### src/sv/btn_db_pkg.sv
`timescale 1ns / 1ps
// Shared types and constants for the button debounce and press detection block.
// No dependencies; used by every module of the block.
package btn_db_pkg;

    localparam int BUTTON_COUNT = 4;
    localparam int OUT_W        = 4;
    localparam int TIME_W       = 32;
    localparam int CFG_W        = 16;
    localparam int CFG_IDX_W    = 8;
    localparam int CFG_DATA_W   = 32;

    localparam logic [CFG_W-1:0] DEBOUNCE_RESET = CFG_W'(25);
    localparam logic [CFG_W-1:0] LONG_RESET     = CFG_W'(600);

    typedef enum logic [CFG_IDX_W-1:0] {
        REG_DEBOUNCE = 8'd0,
        REG_LONG     = 8'd1
    } cfg_reg_t;

    // What one lane found for the current poll
    typedef struct packed {
        logic long_ev;
        logic press_acc;
        logic short_ev;
        logic level_next;
    } lane_flags_t;

    typedef struct packed {
        logic [OUT_W-1:0] short_press;
        logic [OUT_W-1:0] long_press;
        logic [OUT_W-1:0] stable_down;
        logic             activity;
        logic             wake;
    } result_t;

endpackage

### src/sv/button_debounce_short_long_press_core.sv
`timescale 1ns / 1ps
// Top level of the button debounce block with short and long press detection.
// Depends on btn_db_pkg, btn_db_lane and btn_db_merge.
//
//   channel | ports                                   | direction
//   --------+-----------------------------------------+----------
//   poll    | s_valid s_ready s_now_ms s_raw_down     | in
//           | s_wake_only                             |
//   result  | m_valid m_ready m_short_press           | out
//           | m_long_press m_stable_down m_activity   |
//           | m_wake                                  |
//   config  | cfg_valid cfg_ready cfg_index cfg_data  | in
//
// One poll per cycle while the result side is not stalled; each result appears in the cycle after its poll is taken.
// Per-button lanes each do a 32-bit subtract and compare; the merging stage
// then runs the one-bit sleep chain across the lanes.
// Reset (aresetn low, synchronous) clears all button state and loads
// debounce 25 ms and long press 600 ms.
// A stalled result holds in the output register; a new poll is taken in the
// same cycle that the waiting word leaves.
module button_debounce_short_long_press_core (
    input  logic                                 aclk,
    input  logic                                 aresetn,

    input  logic                                 s_valid,
    output logic                                 s_ready,
    input  logic [btn_db_pkg::TIME_W-1:0]        s_now_ms,
    input  logic [3:0]                           s_raw_down,
    input  logic                                 s_wake_only,

    output logic                                 m_valid,
    input  logic                                 m_ready,
    output logic [btn_db_pkg::OUT_W-1:0]         m_short_press,
    output logic [btn_db_pkg::OUT_W-1:0]         m_long_press,
    output logic [btn_db_pkg::OUT_W-1:0]         m_stable_down,
    output logic                                 m_activity,
    output logic                                 m_wake,

    input  logic                                 cfg_valid,
    output logic                                 cfg_ready,
    input  logic [btn_db_pkg::CFG_IDX_W-1:0]     cfg_index,
    input  logic [btn_db_pkg::CFG_DATA_W-1:0]    cfg_data
);

    logic [btn_db_pkg::CFG_W-1:0]  debounce_reg;
    logic [btn_db_pkg::CFG_W-1:0]  long_reg;
    logic                          m_valid_reg;
    btn_db_pkg::result_t           result_reg;
    btn_db_pkg::result_t           result_next;
    logic                          accept;

    btn_db_pkg::lane_flags_t [btn_db_pkg::BUTTON_COUNT-1:0] flags;
    logic [btn_db_pkg::BUTTON_COUNT-1:0]                    consume;

    assign cfg_ready = 1'b1;
    assign s_ready   = !m_valid_reg || m_ready;
    assign accept    = s_valid && s_ready;

    always_ff @(posedge aclk) begin
        if (!aresetn) begin
            debounce_reg <= btn_db_pkg::DEBOUNCE_RESET;
            long_reg     <= btn_db_pkg::LONG_RESET;
        end else if (cfg_valid && cfg_ready) begin
            unique case (cfg_index)
                btn_db_pkg::REG_DEBOUNCE: begin
                    debounce_reg <= cfg_data[btn_db_pkg::CFG_W-1:0];
                end
                btn_db_pkg::REG_LONG: begin
                    long_reg <= cfg_data[btn_db_pkg::CFG_W-1:0];
                end
                default: begin
                    // drop writes to unknown registers
                end
            endcase
        end
    end

    for (genvar g = 0; g < btn_db_pkg::BUTTON_COUNT; g++) begin : g_lane
        logic down;
        if (g < 4) begin : g_raw
            assign down = s_raw_down[g];
        end else begin : g_none
            assign down = 1'b0;
        end

        btn_db_lane u_lane (
            .aclk            (aclk),
            .aresetn         (aresetn),
            .accept          (accept),
            .now_ms          (s_now_ms),
            .down            (down),
            .debounce_time   (debounce_reg),
            .long_press_time (long_reg),
            .consume         (consume[g]),
            .flags           (flags[g])
        );
    end

    btn_db_merge u_merge (
        .wake_only (s_wake_only),
        .flags     (flags),
        .consume   (consume),
        .result    (result_next)
    );

    always_ff @(posedge aclk) begin
        if (!aresetn) begin
            m_valid_reg <= 1'b0;
        end else if (s_ready) begin
            m_valid_reg <= s_valid;
        end
    end

    always_ff @(posedge aclk) begin
        if (accept) begin
            result_reg <= result_next;
        end
    end

    assign m_valid       = m_valid_reg;
    assign m_short_press = result_reg.short_press;
    assign m_long_press  = result_reg.long_press;
    assign m_stable_down = result_reg.stable_down;
    assign m_activity    = result_reg.activity;
    assign m_wake        = result_reg.wake;

    a_wake_active: assert property (@(posedge aclk) disable iff (!aresetn)
        m_valid |-> (!m_wake || m_activity))
        else $error("wake without activity");

    a_short_long_excl: assert property (@(posedge aclk) disable iff (!aresetn)
        m_valid |-> ((m_short_press & m_long_press) == '0))
        else $error("short and long press on the same button");

    a_short_released: assert property (@(posedge aclk) disable iff (!aresetn)
        m_valid |-> ((m_short_press & m_stable_down) == '0))
        else $error("short press on a button still down");

    a_long_held: assert property (@(posedge aclk) disable iff (!aresetn)
        m_valid |-> ((m_long_press & ~m_stable_down) == '0))
        else $error("long press on a released button");

endmodule

### src/sv/btn_db_lane.sv
`timescale 1ns / 1ps
// One button lane: debounced level, change and press timestamps, long-fired mark.
// Depends on btn_db_pkg.
module btn_db_lane (
    input  logic                             aclk,
    input  logic                             aresetn,
    input  logic                             accept,
    input  logic [btn_db_pkg::TIME_W-1:0]    now_ms,
    input  logic                             down,
    input  logic [btn_db_pkg::CFG_W-1:0]     debounce_time,
    input  logic [btn_db_pkg::CFG_W-1:0]     long_press_time,
    input  logic                             consume,
    output btn_db_pkg::lane_flags_t          flags
);

    logic                            level_reg;
    logic                            fired_reg;
    logic [btn_db_pkg::TIME_W-1:0]   start_reg;
    logic [btn_db_pkg::TIME_W-1:0]   change_reg;

    logic                            same;
    logic                            chg_ok;
    logic [btn_db_pkg::TIME_W-1:0]   held;
    logic [btn_db_pkg::TIME_W-1:0]   since;

    assign same  = (down == level_reg);
    assign held  = now_ms - start_reg;
    assign since = now_ms - change_reg;
    assign chg_ok = !same &&
        (since >= {{(btn_db_pkg::TIME_W-btn_db_pkg::CFG_W){1'b0}}, debounce_time});

    assign flags.long_ev = same && down && !fired_reg &&
        (held >= {{(btn_db_pkg::TIME_W-btn_db_pkg::CFG_W){1'b0}}, long_press_time});
    assign flags.press_acc  = chg_ok && down;
    assign flags.short_ev   = chg_ok && !down && !fired_reg;
    assign flags.level_next = chg_ok ? down : level_reg;

    always_ff @(posedge aclk) begin
        if (!aresetn) begin
            level_reg  <= 1'b0;
            fired_reg  <= 1'b0;
            start_reg  <= '0;
            change_reg <= '0;
        end else if (accept) begin
            if (flags.long_ev) begin
                fired_reg <= 1'b1;
            end
            if (chg_ok) begin
                change_reg <= now_ms;
                level_reg  <= down;
                if (down) begin
                    start_reg <= now_ms;
                    // a press taken as a display wake counts as already fired
                    fired_reg <= consume;
                end
            end
        end
    end

endmodule

### src/sv/btn_db_merge.sv
`timescale 1ns / 1ps
// Merging stage: walks the sleep state through the lanes in index order and
// folds the lane flags into one result word. Depends on btn_db_pkg.
module btn_db_merge (
    input  logic                                              wake_only,
    input  btn_db_pkg::lane_flags_t [btn_db_pkg::BUTTON_COUNT-1:0] flags,
    output logic [btn_db_pkg::BUTTON_COUNT-1:0]               consume,
    output btn_db_pkg::result_t                               result
);

    logic [btn_db_pkg::BUTTON_COUNT-1:0] shorts;
    logic [btn_db_pkg::BUTTON_COUNT-1:0] longs;
    logic [btn_db_pkg::BUTTON_COUNT-1:0] levels;
    logic [btn_db_pkg::BUTTON_COUNT-1:0] presses;

    always_comb begin
        logic asleep;
        asleep = wake_only;
        for (int i = 0; i < btn_db_pkg::BUTTON_COUNT; i++) begin
            consume[i] = asleep && flags[i].press_acc;
            shorts[i]  = flags[i].short_ev;
            longs[i]   = flags[i].long_ev;
            levels[i]  = flags[i].level_next;
            presses[i] = flags[i].press_acc;
            // sleep ends at the first consumed press or reported short press
            if (consume[i] || flags[i].short_ev) begin
                asleep = 1'b0;
            end
        end
    end

    always_comb begin
        for (int j = 0; j < btn_db_pkg::OUT_W; j++) begin
            if (j < btn_db_pkg::BUTTON_COUNT) begin
                result.short_press[j] = shorts[j];
                result.long_press[j]  = longs[j];
                result.stable_down[j] = levels[j];
            end else begin
                result.short_press[j] = 1'b0;
                result.long_press[j]  = 1'b0;
                result.stable_down[j] = 1'b0;
            end
        end
        result.activity = (|longs) || (|presses);
        result.wake     = |consume;
    end

endmodule

### config.mk
export PLATFORM = sky130hd
export DESIGN_NAME = button_debounce_short_long_press_core
export DESIGN_NICKNAME = d
export VERILOG_FILES = /design/src/sv/btn_db_pkg.sv /design/src/sv/button_debounce_short_long_press_core.sv /design/src/sv/btn_db_lane.sv /design/src/sv/btn_db_merge.sv
export SDC_FILE = /design/constraint.sdc
export NUM_CORES = 1
export LEC_CHECK = 0
export ABC_AREA = 1
export CAP_MARGIN = 20
export CORE_UTILIZATION = 50
export CTS_BUF_LIST = sky130_fd_sc_hd__clkbuf_4 sky130_fd_sc_hd__clkbuf_8
export DETAILED_ROUTE_END_ITERATION = 16
export DONT_BUFFER_PORTS = 1
export GPL_ROUTABILITY_DRIVEN = 0
export GPL_TIMING_DRIVEN = 0
export SKIP_LAST_GASP = 1
export SYNTH_ARGS = -nofsm -noshare
export SYNTH_HDL_FRONTEND = slang
export SYNTH_SLANG_ARGS = --single-unit
### constraint.sdc
create_clock -name aclk -period 5.5 [get_ports aclk]
set_input_delay 0.825 -clock aclk [delete_from_list [all_inputs] [get_ports aclk]]
set_output_delay 0.825 -clock aclk [all_outputs]
set_load 0.005 [all_outputs]
==> results <==
- The first global-routing pass estimated 177000 um of wire.
- The portion of synthesized cell area occupied by the leading cell type is 18.5%.
- The flow ran to the end, and the final reports show no timing, DRC or antenna violations.
- From bottom edge to top edge, the die measures 256 um.
- The async set or reset register ratio after synthesis is 0%.
- The average footprint of a synthesized cell is 6.02 um^2.
- After Yosys synthesis, full adders, half adders and majority gates account for 15.3% of the synthesized area.
- Sorting the synthesized cells by area gives the leading types as sky130_fd_sc_hd__dfxtp_1, sky130_fd_sc_hd__nand2_1, sky130_fd_sc_hd__ha_1.
- In this run the clock root is driven by a sky130_fd_sc_hd__clkbuf_8.
- The final critical path takes up 95.9% of the cycle.
- The layer with the highest usage after global routing is met2.
- After synthesis the netlist holds a flip-flop and latch count of 311.
- Fill cells in the final layout number 6789.
- For the worst-skew pair, the clock arrives at the later sink with an insertion delay of 0.71 ns.
- STA classifies the critical path endpoint as a register.
- For this run, the top clock speed supported by timing is 190 MHz.
- The number of setup violations in the final report is 0.
- The number of design-rule violations left by the first detailed-router iteration is 3048.
- The headroom to the max-slew limit is 34.5%.
- The total number of nets in the final design is 5882.
- From left edge to right edge, the die measures 256 um.
- The number of antenna violations at the first check in global routing came to 15.
- The clock tree buffer depth is 3.
- The initial core utilization is 50.8%.
- The total detailed-routing wirelength is 117000 um.
- The placeable core area is 63300 um^2.
- The routed design could run at a clock period as short as 5.28 ns.
- Entering global routing, the biggest net connects 25 pins.
- The startpoint type of the worst setup path is a primary input.
- The transition time at the pin with the least slew margin is 0.983 ns.
- The length of the first detailed-routing pass in iterations is 6.
- During I/O placement, the number of pins put on the boundary was 99.
- The part of the Yosys area used for sequential elements is 19.8%.
- Summed over all layers, the global routing overflow is 0.
- TritonCTS built the clock tree.
- After clock tree synthesis, the clock-pin slew on the worst setup and hold paths is 0.06 ns.
- The flip-flop cell with the highest count after synthesis is sky130_fd_sc_hd__dfxtp_1.
- Counting flops with a built-in enable in the synthesized netlist gives 14.
- In the routed design, unresolved DRC markers number 0.
- The number of buffers added by the clock tree synthesis step is 58.
- The count of final hold-check violations is 0.
- The worst hold slack is 0.297 ns.
- Power spread over the standard cell area amounts to 253 nW/um^2.
- The number of rows in the core area is 92.
- The category of the critical setup timing path is in -> reg.
- Measured against the total synthesized area, the mux share comes to 0%.
- The routing usage on met1 is 48.3%.
- The global routing usage on met3 is 4.38%.
- The routed layout has 34.0k vias.
- The static leakage is 17.1 nW.
- The setup slack after placement is -0.712 ns.
- The die covers 65400 um^2.
- The synthesized design spends more area on one cell type than any other, namely sky130_fd_sc_hd__dfxtp_1.
- Port buffering added 0 buffers.
- Yosys printed 0 warnings.
- Across the run, the number of max-cap violations was 0.
- In the global route stage, overall resource usage came out at 34.8%.
- The synthesized-area fraction occupied by and/or/nand/nor cells is 30.4%.
- The instance count of the mapped netlist is 5348.
- Clock skew on the completed layout was measured at 0.0648 ns.
- Across all setup checks in the final design, the least slack found is 0.223 ns.
- The routed wire length per instance is 18.5 um.
- The area growth from synthesis to layout is 7.66%.
- Summing the areas of all compound-gate instances in the mapped netlist gives 17.7% of the synthesized area.
- The CTS sink count is 311.
- After synthesis, the netlist uses 56 different library cells.
- The total of hold buffers inserted after clock tree synthesis is 0.
- The H-tree was split into 2 levels.
- The max-slew violation count was 0.
- The dominant combinational cell family by area after synthesis is simple AND/OR/NAND/NOR gates.
- Detailed placement ended at an HPWL of 89500 um.
- In the routed layout, each cell is associated on average with a via count of 5.38.
- The min-delay analysis places its worst path in the category in -> reg.
- The share of layout cells above drive strength 1 is 4.08%.
- The peak supply drop is 0.000240 V.
- The via count of the first global-routing pass is 30.5k.
- Once detail routing completed, the nets flagged for antenna violations numbered 0.
- Of the total synthesized cell area, the portion taken by XOR and XNOR cells is 3.94%.
- The worst path required time is 6.12 ns.
- Counting every net in the synthesized netlist gives 5818.
- The largest fanout on the critical path is 10.
- The met2 layer usage reported by global route is 56.0%.
- Once layout is complete, the utilization of the core stands at 54.7%.
- STA puts the critical path data arrival time at 5.90 ns.
- The synthesized netlist occupies a cell area of 32200 um^2.
==> final timing paths <==
kind | from | cells past startpoint | slack, ns | to
max | s_now_ms[0] | 26 | 0.22 | g_lane[3].u_lane.change_reg[29]
min | s_now_ms[25] | 2 | 0.30 | g_lane[2].u_lane.start_reg[25]
max reg2reg | g_lane[3].u_lane.change_reg[0] | 23 | 1.02 | g_lane[3].u_lane.change_reg[29]
min reg2reg | g_lane[2].u_lane.change_reg[21] | 2 | 0.46 | g_lane[2].u_lane.change_reg[21]
==> cell usage in the layout (no fill, tap or decap), types with 42 or more instances in the layout <==
cell / synthesis / layout
sky130_fd_sc_hd__a21oi_1: 521 / 521
sky130_fd_sc_hd__clkbuf_8: 0 / 65
sky130_fd_sc_hd__dfxtp_1: 297 / 297
sky130_fd_sc_hd__ha_1: 380 / 380
sky130_fd_sc_hd__inv_1: 956 / 955
sky130_fd_sc_hd__nand2_1: 1415 / 1415
sky130_fd_sc_hd__nand3_1: 275 / 275
sky130_fd_sc_hd__nand4_1: 75 / 75
sky130_fd_sc_hd__nor2_1: 490 / 490
sky130_fd_sc_hd__nor3_1: 58 / 58
sky130_fd_sc_hd__o21ai_0: 364 / 364
sky130_fd_sc_hd__o21ai_1: 42 / 42
sky130_fd_sc_hd__xor2_1: 134 / 134
==> metrics by stage <==
| stage | cell area, um^2 | std cells | power [mW] | TNS (ns) |
|---|---|---|---|---|
| 6_report | 34700 | 6311 | 8.78 | 0 |
| 5_1_grt | 34600 | 6306 | 9.43 | -0.0302 |
| 4_1_cts | 34600 | 6302 | 8.76 | 0 |
| 3_5_place_dp | 33300 | 6195 | 6.08 | -123.40 |
| 3_3_place_gp | 33300 | 6194 | 6.05 | -115.22 |
| 2_1_floorplan | 32200 | 5348 | 5.26 | 0 |
==> cell usage after synthesis, types with 6 or more instances <==
library cell               count
sky130_fd_sc_hd__a21boi_0      6
sky130_fd_sc_hd__a21o_1       17
sky130_fd_sc_hd__a21oi_1     521
sky130_fd_sc_hd__a21oi_2      29
sky130_fd_sc_hd__a31oi_1      13
sky130_fd_sc_hd__and2_1        7
sky130_fd_sc_hd__buf_2        26
sky130_fd_sc_hd__buf_4        11
sky130_fd_sc_hd__buf_6         9
sky130_fd_sc_hd__clkbuf_1     42
sky130_fd_sc_hd__dfxtp_1     297
sky130_fd_sc_hd__edfxtp_1     14
sky130_fd_sc_hd__fa_1          8
sky130_fd_sc_hd__ha_1        380
sky130_fd_sc_hd__inv_1       956
sky130_fd_sc_hd__inv_2        10
sky130_fd_sc_hd__nand2_1    1415
sky130_fd_sc_hd__nand2_2       6
sky130_fd_sc_hd__nand3_1     275
sky130_fd_sc_hd__nand3b_1     15
sky130_fd_sc_hd__nand4_1      75
sky130_fd_sc_hd__nor2_1      490
sky130_fd_sc_hd__nor3_1       58
sky130_fd_sc_hd__o211ai_1     17
sky130_fd_sc_hd__o21a_1       10
sky130_fd_sc_hd__o21ai_0     364
sky130_fd_sc_hd__o21ai_1      42
sky130_fd_sc_hd__o21bai_1     35
sky130_fd_sc_hd__xnor2_1      11
sky130_fd_sc_hd__xor2_1      134
==> layout make-up <==
class | count | area [um^2] | share of cell area, %
buffer | 97 | 517 | 1.49
sequential | 311 | 6370 | 18.4
inverter | 969 | 3650 | 10.5
tap | 846 | 1060 | 3.05
timing repair buffer | 4 | 33.8 | 0.0975
clock inverter | 29 | 355 | 1.03
multi-input combinational | 3971 | 21700 | 62.5
clock buffer | 78 | 992 | 2.86
antenna | 6 | 15.0 | 0.0433
==> kinds of logic after synthesis <==
logic type / Yosys count
compound gates: 1065
xor+xnor: 145
fa+ha+maj: 388
buf+inv: 1066
flops: 311
other cells: 1
simple gates: 2372
==> power breakdown <==
part           total [mW]  switching (mW)  internal [mW]
clock                2.67            1.12           1.55
sequential           2.48          0.0501           2.43
combinational        3.63            2.35           1.27
==> worst max-delay path, stage by stage <==
cell and delay [ns]:
sky130_fd_sc_hd__clkdlybuf4s15_1 0.73, sky130_fd_sc_hd__clkinvlp_4 0.22, sky130_fd_sc_hd__buf_4 0.21, sky130_fd_sc_hd__ha_1 0.23
sky130_fd_sc_hd__inv_1 0.13, sky130_fd_sc_hd__fa_1 0.32, sky130_fd_sc_hd__nand3_1 0.11, sky130_fd_sc_hd__nand2_1 0.21
sky130_fd_sc_hd__nand3_1 0.10, sky130_fd_sc_hd__nand2_1 0.16, sky130_fd_sc_hd__nand2_1 0.07, sky130_fd_sc_hd__nand2_1 0.14
sky130_fd_sc_hd__xor2_1 0.27, sky130_fd_sc_hd__ha_1 0.28, sky130_fd_sc_hd__nand2_1 0.07, sky130_fd_sc_hd__inv_1 0.04
sky130_fd_sc_hd__nand3_1 0.08, sky130_fd_sc_hd__nor3_1 0.08, sky130_fd_sc_hd__a221oi_1 0.54, sky130_fd_sc_hd__nand4_4 0.24
sky130_fd_sc_hd__nand2_4 0.17, sky130_fd_sc_hd__nor2_8 0.08, sky130_fd_sc_hd__inv_6 0.16, sky130_fd_sc_hd__buf_6 0.19
sky130_fd_sc_hd__o21ai_1 0.09, sky130_fd_sc_hd__a21oi_2 0.13
==> routing by layer <==
metal,vias to the layer above,wire length [um]
met5,-,65
met1,15455,53900
met4,10,3390
li1,17328,-
met3,168,8170
met2,1021,51100
==> what timing repair did <==
item / in CTS / in global routing
endpoints found under the setup margin: 0 / 148
hold endpoints to repair: 0 / 0
resized for setup: 0 / 3
setup buffers: 0 / 3
Power figures use the tool's default switching activity.
